$ cat config.mk
export PLATFORM = sky130hd
export DESIGN_NAME = pen_stroke_smoother_top
export DESIGN_NICKNAME = d
export VERILOG_FILES = /design/src/sv/pss_pkg.sv /design/src/sv/pen_stroke_smoother_top.sv /design/src/sv/pss_datapath.sv /design/src/sv/pss_ctrl.sv
export SDC_FILE = /design/constraint.sdc
export NUM_CORES = 2
export LEC_CHECK = 0
export ABC_CLOCK_PERIOD_IN_PS = 28500
export BUFFER_PORTS_ARGS = -buffer_cell sky130_fd_sc_hd__buf_4
export CAP_MARGIN = 20
export CORE_ASPECT_RATIO = 0.75
export CORE_MARGIN = 1
export CORE_UTILIZATION = 47
export DETAILED_ROUTE_END_ITERATION = 10
export GPL_TIMING_DRIVEN = 0
export PLACE_DENSITY = 0.61
export SYNTH_ARGS = -nofsm -noshare
export SYNTH_HDL_FRONTEND = slang
export SYNTH_SLANG_ARGS = --single-unit
$ cat constraint.sdc
create_clock -name clk -period 28.5 [get_ports clk]
set_clock_uncertainty 0.15 [all_clocks]
set_input_delay 0 -clock clk [delete_from_list [all_inputs] [get_ports clk]]
set_output_delay 0 -clock clk [all_outputs]
set_load 0.02 [all_outputs]
$ cat src/sv/pss_pkg.sv
// Shared types, constants and command encodings for the pen stroke smoother.
`default_nettype none
package pss_pkg;

  localparam int POS_WIDTH      = 24;
  localparam int COEF_FRAC_BITS = 16;
  localparam int PRES_W         = 16;
  localparam int TILT_W         = 16;
  localparam int COEF_W         = 17;
  localparam int DZ_W           = 23;
  localparam int LAG_W          = 24;
  localparam int REQ_W          = 2;
  localparam int NUM_LANES      = 5;

  localparam int CFG_IDX_W  = 2;
  localparam int CFG_DATA_W = 23;

  localparam logic [CFG_IDX_W-1:0] CFG_SMOOTH_EN = 2'd0;
  localparam logic [CFG_IDX_W-1:0] CFG_ALPHA     = 2'd1;
  localparam logic [CFG_IDX_W-1:0] CFG_DEAD_ZONE = 2'd2;

  localparam logic [COEF_W-1:0] ALPHA_RESET = 17'd32768;

  localparam logic [REQ_W-1:0] REQ_SAMPLE  = 2'd0;
  localparam logic [REQ_W-1:0] REQ_RESTART = 2'd1;
  localparam logic [REQ_W-1:0] REQ_CATCH   = 2'd2;
  localparam logic [REQ_W-1:0] REQ_SPARE   = 2'd3;

  typedef logic [2:0] lane_t;
  localparam lane_t LANE_X  = 3'd0;
  localparam lane_t LANE_Y  = 3'd1;
  localparam lane_t LANE_P  = 3'd2;
  localparam lane_t LANE_TX = 3'd3;
  localparam lane_t LANE_TY = 3'd4;

  typedef struct packed {
    logic [REQ_W-1:0]          req_type;
    logic signed [POS_WIDTH-1:0] pos_x;
    logic signed [POS_WIDTH-1:0] pos_y;
    logic [PRES_W-1:0]         pressure;
    logic signed [TILT_W-1:0]  tilt_x;
    logic signed [TILT_W-1:0]  tilt_y;
    logic [COEF_W-1:0]         catch_t;
  } in_item_t;

  typedef struct packed {
    logic signed [POS_WIDTH-1:0] out_x;
    logic signed [POS_WIDTH-1:0] out_y;
    logic [PRES_W-1:0]         out_pressure;
    logic signed [TILT_W-1:0]  out_tilt_x;
    logic signed [TILT_W-1:0]  out_tilt_y;
    logic [LAG_W-1:0]          lag_distance;
  } out_item_t;

  typedef enum logic [4:0] {
    ST_IDLE,
    ST_DISPATCH,
    ST_CATCH_X,
    ST_CATCH_Y,
    ST_PASS,
    ST_DZ_SQX,
    ST_DZ_SQY,
    ST_DZ_WAIT,
    ST_DZ_ROOT_INIT,
    ST_DZ_ROOT,
    ST_DZ_CHECK,
    ST_DZ_DIV,
    ST_MUL_X,
    ST_MUL_Y,
    ST_MUL_P,
    ST_MUL_TX,
    ST_MUL_TY,
    ST_LAG_SQX,
    ST_LAG_SQY,
    ST_LAG_WAIT,
    ST_LAG_ROOT_INIT,
    ST_LAG_ROOT,
    ST_FINISH,
    ST_OUT
  } state_t;

  typedef enum logic [2:0] {
    OP_NONE,
    OP_PASS,
    OP_MUL,
    OP_SQRT_INIT,
    OP_SQRT_STEP,
    OP_DIV_INIT,
    OP_DIV_STEP,
    OP_FINISH
  } op_t;

  typedef enum logic [2:0] {
    WB_NONE,
    WB_SMOOTH,
    WB_CATCH,
    WB_SQ_FIRST,
    WB_SQ_NEXT
  } wb_t;

  typedef enum logic [1:0] {
    COEF_A,
    COEF_AP,
    COEF_K,
    COEF_T
  } coef_sel_t;

  typedef struct packed {
    op_t       op;
    lane_t     lane;
    coef_sel_t coef;
    wb_t       wb;
  } cmd_t;

  typedef struct packed {
    logic catch_req;
    logic restart_req;
    logic enabled;
    logic started;
    logic dz_on;
    logic root_last;
    logic div_last;
    logic d_gt_dz;
  } status_t;

endpackage
`default_nettype wire

$ cat src/sv/pen_stroke_smoother_top.sv
// Top level of the pen stroke smoother: controller and datapath.
//
// Usage: pen samples and catch-up queries enter on the in_ channel (valid and
// ready); each produces exactly one result on the out_ channel. The cfg_ port
// writes smoothing enable, position weight and dead-zone radius, one register
// per cycle with cfg_we; the user must write only while no item is in flight,
// as the block does not enforce it. One item is worked on at a time: no new
// item is taken until the last result is taken. The lag distance is formed
// by a 25-step square root; with the dead zone active, a second root comes
// first, and a 17-step restoring divide too when the point is outside the
// radius. All products share one multiplier.
// The result is held in an output register until out_ready; in_ready returns
// in the cycle after the result is taken.
// Reset (rst_n low at a clock edge) clears both points and the stroke flag,
// disables smoothing, sets the weight to one half and the radius to zero.
`default_nettype none
module pen_stroke_smoother_top (
  input  wire logic                            clk,
  input  wire logic                            rst_n,
  input  wire logic                            in_valid,
  output logic                                 in_ready,
  input  wire pss_pkg::in_item_t               in_data,
  output logic                                 out_valid,
  input  wire logic                            out_ready,
  output pss_pkg::out_item_t                   out_data,
  input  wire logic                            cfg_we,
  input  wire logic [pss_pkg::CFG_IDX_W-1:0]   cfg_index,
  input  wire logic [pss_pkg::CFG_DATA_W-1:0]  cfg_wdata
);

  pss_pkg::cmd_t    cmd;
  pss_pkg::status_t status;
  logic             in_accept;

  assign in_accept = in_valid && in_ready;

  pss_ctrl u_ctrl (
    .clk       (clk),
    .rst_n     (rst_n),
    .in_valid  (in_valid),
    .out_ready (out_ready),
    .status    (status),
    .in_ready  (in_ready),
    .out_valid (out_valid),
    .cmd       (cmd)
  );

  pss_datapath u_datapath (
    .clk       (clk),
    .rst_n     (rst_n),
    .cfg_we    (cfg_we),
    .cfg_index (cfg_index),
    .cfg_wdata (cfg_wdata),
    .in_accept (in_accept),
    .in_item   (in_data),
    .cmd       (cmd),
    .out_item  (out_data),
    .status    (status)
  );

endmodule
`default_nettype wire

$ cat src/sv/pss_datapath.sv
// Datapath: state registers, shared multiplier, square root and divide units.
`default_nettype none
module pss_datapath (
  input  wire logic                            clk,
  input  wire logic                            rst_n,
  input  wire logic                            cfg_we,
  input  wire logic [pss_pkg::CFG_IDX_W-1:0]   cfg_index,
  input  wire logic [pss_pkg::CFG_DATA_W-1:0]  cfg_wdata,
  input  wire logic                            in_accept,
  input  wire pss_pkg::in_item_t               in_item,
  input  wire pss_pkg::cmd_t                   cmd,
  output pss_pkg::out_item_t                   out_item,
  output pss_pkg::status_t                     status
);

  localparam int P    = pss_pkg::POS_WIDTH;
  localparam int CF   = pss_pkg::COEF_FRAC_BITS;
  localparam int LW   = P + 1;
  localparam int MAGW = P;
  localparam int CW   = CF + 1;
  localparam int MBW  = (MAGW > CW) ? MAGW : CW;
  localparam int PW   = MAGW + MBW;
  localparam int SUMW = 2 * MAGW + 1;
  localparam int NSQ  = (SUMW + 1) / 2;
  localparam int BW   = 2 * NSQ;
  localparam int DW   = NSQ;
  localparam int NW   = DW + CF;
  localparam int QN   = CW;
  localparam int SCW  = $clog2(NSQ + 1);
  localparam int DCW  = $clog2(QN + 1);
  localparam int LAGW = pss_pkg::LAG_W;

  localparam logic [CW-1:0]   ONE     = {1'b1, {CF{1'b0}}};
  localparam logic [PW-1:0]   HALF    = PW'(1) << (CF - 1);
  localparam logic [LAGW-1:0] LAG_MAX = {LAGW{1'b1}};

  logic                        en_r;
  logic [pss_pkg::COEF_W-1:0]  alpha_r;
  logic [pss_pkg::DZ_W-1:0]    dz_r;
  logic [pss_pkg::REQ_W-1:0]   req_r;
  logic [pss_pkg::COEF_W-1:0]  t_r;
  logic                        started_r;
  logic signed [LW-1:0]        smooth_r [pss_pkg::NUM_LANES];
  logic signed [LW-1:0]        raw_r    [pss_pkg::NUM_LANES];
  logic signed [LW-1:0]        cx_r;
  logic signed [LW-1:0]        cy_r;
  logic [PW-1:0]               prod_r;
  logic                        neg_r;
  logic signed [LW-1:0]        base_r;
  pss_pkg::wb_t                wb_r;
  pss_pkg::lane_t              lane_r;
  logic [SUMW-1:0]             sum_r;
  logic [BW-1:0]               rem_r;
  logic [BW-1:0]               res_r;
  logic [BW-1:0]               bit_r;
  logic [SCW-1:0]              scnt_r;
  logic [QN-1:0]               num_r;
  logic [DW:0]                 drem_r;
  logic [QN-1:0]               q_r;
  logic [DCW-1:0]              dcnt_r;
  pss_pkg::out_item_t          out_r;

  logic [CW-1:0]        a_c;
  logic [CW-1:0]        ap_c;
  logic [CW-1:0]        t_c;
  logic [CW-1:0]        coef_c;
  logic signed [LW-1:0] diff_c;
  logic [MAGW-1:0]      mag_c;
  logic [MBW-1:0]       mul_b_c;
  logic [PW-1:0]        prod_c;
  logic [MAGW-1:0]      p_c;
  logic signed [LW-1:0] new_c;
  logic [BW-1:0]        try_c;
  logic                 sq_ge_c;
  logic [DW-1:0]        d_c;
  logic [DW:0]          dt_c;
  logic                 dge_c;
  logic [NW-1:0]        numw_c;
  logic [LAGW-1:0]      lag_c;

  always_comb begin
    a_c  = (CW'(alpha_r) > ONE) ? ONE : CW'(alpha_r);
    t_c  = (CW'(t_r) > ONE) ? ONE : CW'(t_r);
    ap_c = CW'(({1'b0, ONE} + {1'b0, a_c}) >> 1);
    case (cmd.coef)
      pss_pkg::COEF_A:  coef_c = a_c;
      pss_pkg::COEF_AP: coef_c = ap_c;
      pss_pkg::COEF_K:  coef_c = q_r;
      default:          coef_c = t_c;
    endcase
    diff_c  = LW'(raw_r[cmd.lane] - smooth_r[cmd.lane]);
    mag_c   = diff_c[LW-1] ? MAGW'(-diff_c) : MAGW'(diff_c);
    mul_b_c = (cmd.wb == pss_pkg::WB_SQ_FIRST || cmd.wb == pss_pkg::WB_SQ_NEXT)
              ? MBW'(mag_c) : MBW'(coef_c);
    prod_c  = {{MBW{1'b0}}, mag_c} * {{MAGW{1'b0}}, mul_b_c};
    p_c     = MAGW'((prod_r + HALF) >> CF);
    new_c   = neg_r ? LW'(base_r - $signed({1'b0, p_c}))
                    : LW'(base_r + $signed({1'b0, p_c}));
    try_c   = res_r + bit_r;
    sq_ge_c = rem_r >= try_c;
    d_c     = res_r[DW-1:0];
    dt_c    = {drem_r[DW-1:0], num_r[QN-1]};
    dge_c   = dt_c >= {1'b0, d_c};
    numw_c  = (NW'(d_c - DW'(dz_r)) << CF) + NW'(d_c >> 1);
    if (!en_r || !started_r) begin
      lag_c = '0;
    end else if (d_c > DW'(LAG_MAX)) begin
      lag_c = LAG_MAX;
    end else begin
      lag_c = LAGW'(d_c);
    end
  end

  always_ff @(posedge clk) begin
    if (!rst_n) begin
      en_r    <= 1'b0;
      alpha_r <= pss_pkg::ALPHA_RESET;
      dz_r    <= '0;
    end else if (cfg_we) begin
      unique case (cfg_index)
        pss_pkg::CFG_SMOOTH_EN: en_r    <= cfg_wdata[0];
        pss_pkg::CFG_ALPHA:     alpha_r <= cfg_wdata[pss_pkg::COEF_W-1:0];
        pss_pkg::CFG_DEAD_ZONE: dz_r    <= cfg_wdata[pss_pkg::DZ_W-1:0];
        default: ;
      endcase
    end
  end

  always_ff @(posedge clk) begin
    if (!rst_n) begin
      started_r <= 1'b0;
      for (int i = 0; i < pss_pkg::NUM_LANES; i++) begin
        smooth_r[i] <= '0;
        raw_r[i]    <= '0;
      end
    end else begin
      if (in_accept && in_item.req_type < pss_pkg::REQ_CATCH) begin
        raw_r[pss_pkg::LANE_X]  <= LW'(in_item.pos_x);
        raw_r[pss_pkg::LANE_Y]  <= LW'(in_item.pos_y);
        raw_r[pss_pkg::LANE_P]  <= LW'({1'b0, in_item.pressure});
        raw_r[pss_pkg::LANE_TX] <= LW'(in_item.tilt_x);
        raw_r[pss_pkg::LANE_TY] <= LW'(in_item.tilt_y);
      end
      if (cmd.op == pss_pkg::OP_PASS) begin
        started_r <= 1'b1;
        for (int i = 0; i < pss_pkg::NUM_LANES; i++) begin
          smooth_r[i] <= raw_r[i];
        end
      end
      if (wb_r == pss_pkg::WB_SMOOTH) begin
        smooth_r[lane_r] <= new_c;
      end
    end
  end

  always_ff @(posedge clk) begin
    if (!rst_n) begin
      wb_r <= pss_pkg::WB_NONE;
    end else begin
      wb_r <= (cmd.op == pss_pkg::OP_MUL) ? cmd.wb : pss_pkg::WB_NONE;
    end
  end

  always_ff @(posedge clk) begin
    if (in_accept) begin
      req_r <= in_item.req_type;
      t_r   <= in_item.catch_t;
    end
    if (cmd.op == pss_pkg::OP_MUL) begin
      prod_r <= prod_c;
      neg_r  <= diff_c[LW-1];
      base_r <= smooth_r[cmd.lane];
      lane_r <= cmd.lane;
    end
    case (wb_r)
      pss_pkg::WB_CATCH: begin
        if (lane_r == pss_pkg::LANE_X) begin
          cx_r <= new_c;
        end else begin
          cy_r <= new_c;
        end
      end
      pss_pkg::WB_SQ_FIRST: sum_r <= SUMW'(prod_r);
      pss_pkg::WB_SQ_NEXT:  sum_r <= sum_r + SUMW'(prod_r);
      default: ;
    endcase
    case (cmd.op)
      pss_pkg::OP_SQRT_INIT: begin
        rem_r  <= BW'(sum_r);
        res_r  <= '0;
        bit_r  <= BW'(1) << (BW - 2);
        scnt_r <= SCW'(NSQ);
      end
      pss_pkg::OP_SQRT_STEP: begin
        if (sq_ge_c) begin
          rem_r <= rem_r - try_c;
          res_r <= (res_r >> 1) + bit_r;
        end else begin
          res_r <= res_r >> 1;
        end
        bit_r  <= bit_r >> 2;
        scnt_r <= scnt_r - SCW'(1);
      end
      pss_pkg::OP_DIV_INIT: begin
        drem_r <= (DW + 1)'(numw_c >> QN);
        num_r  <= numw_c[QN-1:0];
        q_r    <= '0;
        dcnt_r <= DCW'(QN);
      end
      pss_pkg::OP_DIV_STEP: begin
        drem_r <= dge_c ? (dt_c - {1'b0, d_c}) : dt_c;
        num_r  <= num_r << 1;
        q_r    <= {q_r[QN-2:0], dge_c};
        dcnt_r <= dcnt_r - DCW'(1);
      end
      pss_pkg::OP_FINISH: begin
        if (req_r >= pss_pkg::REQ_CATCH) begin
          out_r.out_x <= P'(cx_r);
          out_r.out_y <= P'(cy_r);
          out_r.out_pressure <= pss_pkg::PRES_W'(raw_r[pss_pkg::LANE_P]);
          out_r.out_tilt_x   <= pss_pkg::TILT_W'(raw_r[pss_pkg::LANE_TX]);
          out_r.out_tilt_y   <= pss_pkg::TILT_W'(raw_r[pss_pkg::LANE_TY]);
        end else begin
          out_r.out_x <= P'(smooth_r[pss_pkg::LANE_X]);
          out_r.out_y <= P'(smooth_r[pss_pkg::LANE_Y]);
          out_r.out_pressure <= pss_pkg::PRES_W'(smooth_r[pss_pkg::LANE_P]);
          out_r.out_tilt_x   <= pss_pkg::TILT_W'(smooth_r[pss_pkg::LANE_TX]);
          out_r.out_tilt_y   <= pss_pkg::TILT_W'(smooth_r[pss_pkg::LANE_TY]);
        end
        out_r.lag_distance <= lag_c;
      end
      default: ;
    endcase
  end

  assign out_item = out_r;

  always_comb begin
    status.catch_req   = req_r >= pss_pkg::REQ_CATCH;
    status.restart_req = req_r == pss_pkg::REQ_RESTART;
    status.enabled     = en_r;
    status.started     = started_r;
    status.dz_on       = dz_r != '0;
    status.root_last   = scnt_r == SCW'(1);
    status.div_last    = dcnt_r == DCW'(1);
    status.d_gt_dz     = d_c > DW'(dz_r);
  end

endmodule
`default_nettype wire

$ cat src/sv/pss_ctrl.sv
// Controller: sequences the datapath through each item and drives the handshakes.
`default_nettype none
module pss_ctrl (
  input  wire logic              clk,
  input  wire logic              rst_n,
  input  wire logic              in_valid,
  input  wire logic              out_ready,
  input  wire pss_pkg::status_t  status,
  output logic                   in_ready,
  output logic                   out_valid,
  output pss_pkg::cmd_t          cmd
);

  pss_pkg::state_t state_r;
  pss_pkg::state_t state_nxt;

  always_ff @(posedge clk) begin
    if (!rst_n) begin
      state_r <= pss_pkg::ST_IDLE;
    end else begin
      state_r <= state_nxt;
    end
  end

  always_comb begin
    state_nxt = state_r;
    unique case (state_r)
      pss_pkg::ST_IDLE:     if (in_valid) state_nxt = pss_pkg::ST_DISPATCH;
      pss_pkg::ST_DISPATCH: begin
        if (status.catch_req) begin
          state_nxt = pss_pkg::ST_CATCH_X;
        end else if (!status.enabled || status.restart_req || !status.started) begin
          state_nxt = pss_pkg::ST_PASS;
        end else if (status.dz_on) begin
          state_nxt = pss_pkg::ST_DZ_SQX;
        end else begin
          state_nxt = pss_pkg::ST_MUL_X;
        end
      end
      pss_pkg::ST_CATCH_X:      state_nxt = pss_pkg::ST_CATCH_Y;
      pss_pkg::ST_CATCH_Y:      state_nxt = pss_pkg::ST_LAG_SQX;
      pss_pkg::ST_PASS:         state_nxt = pss_pkg::ST_LAG_SQX;
      pss_pkg::ST_DZ_SQX:       state_nxt = pss_pkg::ST_DZ_SQY;
      pss_pkg::ST_DZ_SQY:       state_nxt = pss_pkg::ST_DZ_WAIT;
      pss_pkg::ST_DZ_WAIT:      state_nxt = pss_pkg::ST_DZ_ROOT_INIT;
      pss_pkg::ST_DZ_ROOT_INIT: state_nxt = pss_pkg::ST_DZ_ROOT;
      pss_pkg::ST_DZ_ROOT:      if (status.root_last) state_nxt = pss_pkg::ST_DZ_CHECK;
      pss_pkg::ST_DZ_CHECK: begin
        state_nxt = status.d_gt_dz ? pss_pkg::ST_DZ_DIV : pss_pkg::ST_MUL_P;
      end
      pss_pkg::ST_DZ_DIV:        if (status.div_last) state_nxt = pss_pkg::ST_MUL_X;
      pss_pkg::ST_MUL_X:         state_nxt = pss_pkg::ST_MUL_Y;
      pss_pkg::ST_MUL_Y:         state_nxt = pss_pkg::ST_MUL_P;
      pss_pkg::ST_MUL_P:         state_nxt = pss_pkg::ST_MUL_TX;
      pss_pkg::ST_MUL_TX:        state_nxt = pss_pkg::ST_MUL_TY;
      pss_pkg::ST_MUL_TY:        state_nxt = pss_pkg::ST_LAG_SQX;
      pss_pkg::ST_LAG_SQX:       state_nxt = pss_pkg::ST_LAG_SQY;
      pss_pkg::ST_LAG_SQY:       state_nxt = pss_pkg::ST_LAG_WAIT;
      pss_pkg::ST_LAG_WAIT:      state_nxt = pss_pkg::ST_LAG_ROOT_INIT;
      pss_pkg::ST_LAG_ROOT_INIT: state_nxt = pss_pkg::ST_LAG_ROOT;
      pss_pkg::ST_LAG_ROOT:      if (status.root_last) state_nxt = pss_pkg::ST_FINISH;
      pss_pkg::ST_FINISH:        state_nxt = pss_pkg::ST_OUT;
      pss_pkg::ST_OUT:           if (out_ready) state_nxt = pss_pkg::ST_IDLE;
      default:                   state_nxt = pss_pkg::ST_IDLE;
    endcase
  end

  always_comb begin
    in_ready  = state_r == pss_pkg::ST_IDLE;
    out_valid = state_r == pss_pkg::ST_OUT;
    cmd.op    = pss_pkg::OP_NONE;
    cmd.lane  = pss_pkg::LANE_X;
    cmd.coef  = pss_pkg::COEF_A;
    cmd.wb    = pss_pkg::WB_NONE;
    unique case (state_r)
      pss_pkg::ST_CATCH_X: begin
        cmd.op = pss_pkg::OP_MUL; cmd.coef = pss_pkg::COEF_T; cmd.wb = pss_pkg::WB_CATCH;
      end
      pss_pkg::ST_CATCH_Y: begin
        cmd.op = pss_pkg::OP_MUL; cmd.lane = pss_pkg::LANE_Y;
        cmd.coef = pss_pkg::COEF_T; cmd.wb = pss_pkg::WB_CATCH;
      end
      pss_pkg::ST_PASS: cmd.op = pss_pkg::OP_PASS;
      pss_pkg::ST_DZ_SQX, pss_pkg::ST_LAG_SQX: begin
        cmd.op = pss_pkg::OP_MUL; cmd.wb = pss_pkg::WB_SQ_FIRST;
      end
      pss_pkg::ST_DZ_SQY, pss_pkg::ST_LAG_SQY: begin
        cmd.op = pss_pkg::OP_MUL; cmd.lane = pss_pkg::LANE_Y; cmd.wb = pss_pkg::WB_SQ_NEXT;
      end
      pss_pkg::ST_DZ_ROOT_INIT, pss_pkg::ST_LAG_ROOT_INIT: cmd.op = pss_pkg::OP_SQRT_INIT;
      pss_pkg::ST_DZ_ROOT, pss_pkg::ST_LAG_ROOT:           cmd.op = pss_pkg::OP_SQRT_STEP;
      pss_pkg::ST_DZ_CHECK: cmd.op = pss_pkg::OP_DIV_INIT;
      pss_pkg::ST_DZ_DIV:   cmd.op = pss_pkg::OP_DIV_STEP;
      pss_pkg::ST_MUL_X: begin
        cmd.op = pss_pkg::OP_MUL; cmd.wb = pss_pkg::WB_SMOOTH;
        cmd.coef = status.dz_on ? pss_pkg::COEF_K : pss_pkg::COEF_A;
      end
      pss_pkg::ST_MUL_Y: begin
        cmd.op = pss_pkg::OP_MUL; cmd.lane = pss_pkg::LANE_Y; cmd.wb = pss_pkg::WB_SMOOTH;
        cmd.coef = status.dz_on ? pss_pkg::COEF_K : pss_pkg::COEF_A;
      end
      pss_pkg::ST_MUL_P: begin
        cmd.op = pss_pkg::OP_MUL; cmd.lane = pss_pkg::LANE_P;
        cmd.coef = pss_pkg::COEF_AP; cmd.wb = pss_pkg::WB_SMOOTH;
      end
      pss_pkg::ST_MUL_TX: begin
        cmd.op = pss_pkg::OP_MUL; cmd.lane = pss_pkg::LANE_TX;
        cmd.coef = pss_pkg::COEF_AP; cmd.wb = pss_pkg::WB_SMOOTH;
      end
      pss_pkg::ST_MUL_TY: begin
        cmd.op = pss_pkg::OP_MUL; cmd.lane = pss_pkg::LANE_TY;
        cmd.coef = pss_pkg::COEF_AP; cmd.wb = pss_pkg::WB_SMOOTH;
      end
      pss_pkg::ST_FINISH: cmd.op = pss_pkg::OP_FINISH;
      default: ;
    endcase
  end

endmodule
`default_nettype wire

# Word-level counts from Yosys, hierarchy flattened
# Memory sizes are Yosys's and may differ from the RTL's.
# Cells that the tools add are included.
[word_totals]
reg_bits = 582
mem_bits_rw = 250
in_bits = 145
out_inout_bits = 122
elab_cells = 205
mem_count = 2
[memory_table]
columns = ["name", "depth", "width", "rd", "rd_ports_with_merged_regs", "write_ports", "line_no", "rtl"]
rows = [
  ["u_datapath.raw_r", 5, 25, 6, 0, 5, "pss_datapath.sv:44", "logic signed [LW-1:0] raw_r [pss_pkg::NUM_LANES];"],
  ["u_datapath.smooth_r", 5, 25, 6, 0, 6, "pss_datapath.sv:43", "logic signed [LW-1:0] smooth_r [pss_pkg::NUM_LANES];"],
]
[op_classes]
n_addsub = 15
mul = 1
n_lt_le_gt_ge = 8
eq_ne = 49
mux = 55
bitwise = 11
n_reduce_logical = 35
[ops]
columns = ["op", "n"]
rows = [
  ["two-way mux 25 bit", 12],
  ["case mux 50 bit (2 select lines)", 3],
  ["case mux 5 bit (22 select lines)", 1],
  ["two-way mux 50 bit", 2],
  ["case mux 49 bit (2 select lines)", 1],
  ["two-way mux 96 bit", 1],
  ["subtractor 25 bit", 3],
  ["two-way mux 24 bit", 3],
  ["case mux 17 bit (2 select lines)", 2],
  ["case mux 17 bit (3 select lines)", 1],
  ["adder 49 x 50 -> 50 bit", 1],
  ["adder 50 bit", 1],
  ["greater-or-equal comparator 50 bit", 1],
  ["case mux 25 bit (2 select lines)", 1],
  ["subtractor 50 bit", 1],
  ["adder 49 x 48 -> 49 bit", 1],
  ["multiplier 24 x 24 -> 48 bit", 1],
  ["adder 41 x 24 -> 41 bit", 1],
  ["adder 40 x 16 -> 40 bit, second input constant", 1],
  ["== test 5 x 4 -> 1 bit, second input constant", 8],
  ["== test 5 bit, second input constant", 8],
  ["two-way mux 5 bit", 7],
  ["> comparator 17 bit, second input constant", 2],
  ["two-way mux 17 bit", 2],
  ["other kinds (45)", 109],
]

# Logic depth before layout (Yosys ltp)
# An unclocked memory read counts as a cell.
[depth]
depth_word = 9
mapped_depth = 52
mapped_depth_nobuf = 46

# Cells and area by module
# A second synthesis with hierarchy kept.
[unflattened]
cells_unflattened = 7184
area_unflattened_um2 = 70999.3
[by_module_without_submodules]
columns = ["mod", "instances", "cells_per_inst", "area_per_inst_um2", "seq_area_each_um2"]
rows = [
  ["pss_datapath", 1, 7068, 70208.6, 25014.0],
  ["pss_ctrl", 1, 115, 784.5, 100.1],
  ["pen_stroke_smoother_top", 1, 1, 6.3, 0.0],
]

# Least setup slack after synthesis
# Ideal clock, no wire load.
[synth_path]
kind = "flip-flop to flip-flop"
start = "reg u_ctrl.state_r[3]"
end = "reg u_datapath.prod_r[41] (data pin)"
setup_ns = 0.275
t_arrival_ns = 12.197
required_ns = 28.075
slack_ns = 15.879
path_stages_with_launch = 47
path_buffers = 7
synth_period_minus_slack_ns = 12.621
path_cell_list = "dfxtp_1 clkbuf_1 or2_0 o32a_1 clkbuf_1 buf_1 mux4_2 a211oi_1 ha_1 nor2b_1 o21ai_1 a211oi_1 or3_1 and3_1 clkbuf_2 or4b_4 or2_0 buf_2 [11 not listed] inv_1 fa_1 fa_1 inv_1 fa_1 inv_1 ha_1 a21o_1 a21o_1 a21o_1 a21o_1 a21o_1 a41oi_1 o21ai_0 a211oi_1 o21ai_0 mux2_2 o2111ai_1"
[synth_between]
elab_chain_len = 9
word_cells_on_any_way = 35
classes_between = "2 x add/sub; 1 x mul; 15 x eq/ne; 6 x mux; 9 x reduce/logical; 2 x memory"
[synth_rtl]
columns = ["element", "line_no", "rtl"]
rows = [
  ["start: declaration", "pss_ctrl.sv:14", "pss_pkg::state_t state_r;"],
  ["start signal: assignment", "pss_ctrl.sv:19", "state_r <= pss_pkg::ST_IDLE;"],
  ["start signal: assignment", "pss_ctrl.sv:21", "state_r <= state_nxt;"],
  ["== test 5 x 2 -> 1 bit (tied with other cells)", "pss_ctrl.sv:75", "unique case (state_r)"],
  ["OR reduction 4 bit (no source line)", "-", ""],
  ["case mux 3 bit (4 select lines)", "pss_ctrl.sv:75", ""],
  ["memory read (5 x 25 bit) (on tied branches)", "-", ""],
  ["subtractor 25 bit", "pss_datapath.sv:91", "diff_c = LW'(raw_r[cmd.lane] - smooth_r[cmd.lane]);"],
  ["negator 24 bit", "pss_datapath.sv:92", "mag_c = diff_c[LW-1] ? MAGW'(-diff_c) : MAGW'(diff_c);"],
  ["two-way mux 24 bit", "pss_datapath.sv:92", ""],
  ["two-way mux 24 bit", "pss_datapath.sv:94", "? MBW'(mag_c) : MBW'(coef_c);"],
  ["multiplier 24 x 24 -> 48 bit (*)", "pss_datapath.sv:95", "prod_c = {{MBW{1'b0}}, mag_c} * {{MAGW{1'b0}}, mul_b_c};"],
  ["named net u_datapath.prod_c[41]", "pss_datapath.sv:70", "logic [PW-1:0] prod_c;"],
  ["end signal: assignment", "pss_datapath.sv:170", "prod_r <= prod_c;"],
  ["end: declaration", "pss_datapath.sv:47", "logic [PW-1:0] prod_r;"],
]
# Mark *: on every way through the listed nets, which the timed path passes. The rest lies on a longest branch.
# A chain may end at the register's enable or synchronous reset.

# Worst setup path after layout
# Same ends and word-level chain as after synthesis.

==> impl_summary.log <==
[metrics] outcome: complete, no violations
[metrics] Crit path buffers/inverters: 11
[metrics] Layout Cells excl Fill: 9,958
[metrics] Synth area leaders: sky130_fd_sc_hd__edfxtp_1, sky130_fd_sc_hd__fa_1, sky130_fd_sc_hd__ha_1, sky130_fd_sc_hd__nand2_1, sky130_fd_sc_hd__inv_1
[metrics] Cells after Synth: 7,187
[metrics] part of the power in the clock network: 11.8%
[metrics] Net Sw Frac: 52.8%
[metrics] count of unique library cells instantiated by Yosys: 93
[metrics] number of nets still failing antenna checks after routing: 0
[metrics] clock insertion delay at the later pin of the skew report: 0.75 ns
[metrics] top-count cell post-synth: sky130_fd_sc_hd__nand2_1
[metrics] critical-path cell with the highest stage delay: sky130_fd_sc_hd__a21boi_1
[metrics] area share of the largest cell type after synthesis: 33.8%
[metrics] GRT Overall Usage: around 33%
[metrics] number of endpoints with negative hold slack in the final report: 0
[metrics] setup repair after global routing missed its margin: no
[metrics] Min Clock Period, post-route: 18.64 ns
[metrics] launch instance of the worst register-to-register path: u_ctrl.state_r[3]
[metrics] initial cell density of the core: a little under half
[metrics] share of synthesized flip-flops with an asynchronous set or reset: 0%
[metrics] cell type with the highest occurrence count on the critical path: sky130_fd_sc_hd__fa_1
[metrics] number of buffers inserted during clock tree synthesis: 90
[metrics] antenna violations before repair: 7
[metrics] Wirelength per Cell: between 20 and 25 um
[metrics] CTS clk-pin slew, worst paths: approximately 0.060 ns
[metrics] drt first-iter violations: 6,576
[metrics] total negative slack: 0 ns
[metrics] Overflow after GRT: 0
[metrics] clock tree from TritonCTS: done
[metrics] net count of the finished layout: 8,977
[metrics] area of the core region: 0.146 sq mm
[metrics] cell internal power dissipation: between 0.005 and 0.006 W
[metrics] die footprint: 0.149 sq mm
[metrics] power after layout: 0.0107 W
[metrics] die height: 334 um
[metrics] data arrival time of the worst path: between 15 and 20 ns
[metrics] pwr dens: 132 mW/mm^2
[metrics] number of placed instances with taps included: 9,469
[metrics] data required time of the worst path: 28.90 ns
[metrics] Worst Max-Slew Pin Slew: 1.31 ns
[metrics] CTS H-tree depth: 3
[metrics] Cell Rows: 121
[metrics] most common flop cell mapped by yosys: sky130_fd_sc_hd__edfxtp_1
[metrics] Port-buffer cells: about 270
[metrics] ratio of routed vias to standard cells: around 5.9
[metrics] class of the worst hold path: in2reg
[metrics] Setup CP Type: reg2reg
[metrics] clock tree buffer depth: 3
[metrics] CP endpoint kind: register
[metrics] synthesized area: 0.0692 sq mm
[metrics] Top delay family on crit path: compound AO/OA/AOI/OAI gates
[metrics] Area Growth Syn to Fin: 16.8%
[metrics] Syn Nets: approximately 8,300
[metrics] IO Count: 267
[metrics] Peak VDD IR: 359 uV
[metrics] count of clock tree sinks: 830
[metrics] first-pass GRT wire length: ~370,000 um
[metrics] number of cells on the critical path: 46
[metrics] number of pins with negative max-slew slack in the final report: 0
[metrics] horizontal die dimension: 445 um
[metrics] number of setup violations in the final report: 0
[metrics] Total Routed Length: 249,000 um
[metrics] dpl hpwl: 197,000 um
[metrics] Syn. warnings: 0
[metrics] fraction of final layout cells sized beyond drive strength 1: under 10%
[metrics] critical path startpoint: u_ctrl.state_r[3]
[metrics] worst slew margin relative to its limit: 11.8%
[metrics] logic depth of the worst register-to-register path: 46
[metrics] residual DRC count: 0
[metrics] startpoint type of the worst setup path: register
[metrics] commonest cells in the synthesized netlist: sky130_fd_sc_hd__nand2_1, sky130_fd_sc_hd__edfxtp_1, sky130_fd_sc_hd__inv_1
[metrics] vias post-DR: 58,500
[metrics] library cell used as clock root buffer: sky130_fd_sc_hd__clkbuf_16
[metrics] sequential element share of the synthesized area: 35.3%
[metrics] part of the total power dissipated in combinational logic: around 70%
[metrics] vias in the first global route: 56,400
[metrics] Seq pwr share: 16.8%
[metrics] EDFF count, synth: ~800
[metrics] largest net degree at the start of global routing: 57
[metrics] biggest area consumer among synthesized cells: sky130_fd_sc_hd__edfxtp_1
[metrics] hold path start: cfg_wdata[0]
[metrics] largest fanout of any net on the critical path: 10
[metrics] f_max: 53.7 MHz
[metrics] #FFs+latches synth: 830
[metrics] quantity of gates resized following cts: 0
[metrics] Max Cap Viol: 0
[metrics] WHS Path Cells: 4
[metrics] CP max stage delay: roughly 1.1 ns
[metrics] number of iterations in the first detailed-routing pass: 6
[metrics] Lkg Pwr: 33.8 nW
[metrics] worst hold slack: 0.0824 ns
[metrics] global placement routability congestion: 1.00
[metrics] crit share post-route: 65.4%
[metrics] total net switching power: 0.00565 W
[metrics] slack of the worst reg-to-reg path: 9.86 ns
[metrics] mean instance size in the synthesized netlist: ~9.6 sq um
[stage by stage]
| step | utilization, % | cell area [sq um] | worst slack (ns) |
|---|---|---|---|
| after global routing | 55.5 | 80900 | 9.51 |
| final | 55.5 | 80900 | 9.86 |
| after CTS | 55.4 | 80800 | 10.61 |
| after floorplan | - | 69200 | 15.88 |
| after detailed placement | 51.2 | 74600 | 10.69 |
| after global placement | 50.6 | 73700 | 10.39 |
[routing by layer]
metal	up-vias	wire [um]	share of wire [%]	global-route usage (%)
li1	26300	-	-	-
met1	28800	108000	44	47.6
met2	2901	107000	43	49.4
met3	455	24400	9.8	6.91
met4	4	8370	3.4	10.5
met5	-	141	0.057	0
[worst reg2reg max path: cells and delay by family (launching register included)]
kind | cells | cell delay (ns)
buffers and inverters | 11 | 4.22
adders and majority gates | 10 | 4.79
and+or+nand+nor | 7 | 1.79
muxes | 1 | 0.39
xor gates and xnor gates | 2 | 0.86
DFF | 1 | 0.32
AOI/OAI and AO/OA | 15 | 5.94
[state kept, by name, indices dropped and copies added (netlist names), 25 cells and up]
register	flops
u_datapath.rem_r	50
u_datapath.sum_r	49
u_datapath.out_item	120
u_datapath.raw_r	96
u_datapath.bit_r	25
u_datapath.res_r	50
u_datapath.prod_r	48
u_datapath.drem_r	25
u_datapath.smooth_r	177
u_datapath.base_r	25
[cell families after synthesis]
| group | share of synthesized area [%] |
|---|---|
| buf+inv | 5.76 |
| xor+xnor | 5.16 |
| compound gates | 13.8 |
| flops | 35.3 |
| simple gates | 15.6 |
| fa+ha+maj | 22.0 |
| mux | 2.34 |
[power by group through the flow]
stage	clock network, W	logic [W]	registers (W)
floorplan	0	0.00473	0.00176
global placement	0	0.00720	0.00182
detailed placement	0	0.00734	0.00182
CTS	0.00127	0.00742	0.00179
global route	0.00131	0.00825	0.00179
finish	0.00126	0.00764	0.00179
[cells in the final DEF, fill, tap and decap left out, drive strengths merged, types with 69 or more instances in the layout]
cell         synthesis  final
and3                78     78
o21ai              364    364
inv                708    712
a21oi              392    392
a211oi              79     79
a31oi               69     69
clkbuf             293    405
nand2             1023   1023
a21o               147    147
fa                 489    489
nor3                91     91
buf                 49    372
nand3              144    144
and2               171    171
nor2b               77     77
xnor2              216    216
nor2               476    476
mux2               102    102
edfxtp             780    780
xor2               186    186
ha                 435    435
dlygate4sd3          0    304
[repair_timing]
action | 4_1_cts | 5_1_grt
hold endpoints to repair | 225 | 0
setup endpoints to repair | 0 | 0
buffers inserted | 0 | 0
hold buffers | 304 | 0
[final timing paths]
check                     endpoint
max          u_datapath.prod_r[41]
min          u_datapath.alpha_r[0]
max reg2reg  u_datapath.prod_r[41]
min reg2reg     u_datapath.dz_r[4]
[area by class of cell]
cell class              instances  area (sq um)
repair buffers                629          5880
well taps                    1968          2460
clock buffers                 111          2400
fillers                     12900         64800
plain buffers                 342          1330
inverters                     708          2660
clock inverters                57           714
flip-flops and latches        830         24400
multi-input cells            5307         41000
diodes                          6          15.0
Power figures use the tool's default switching activity.
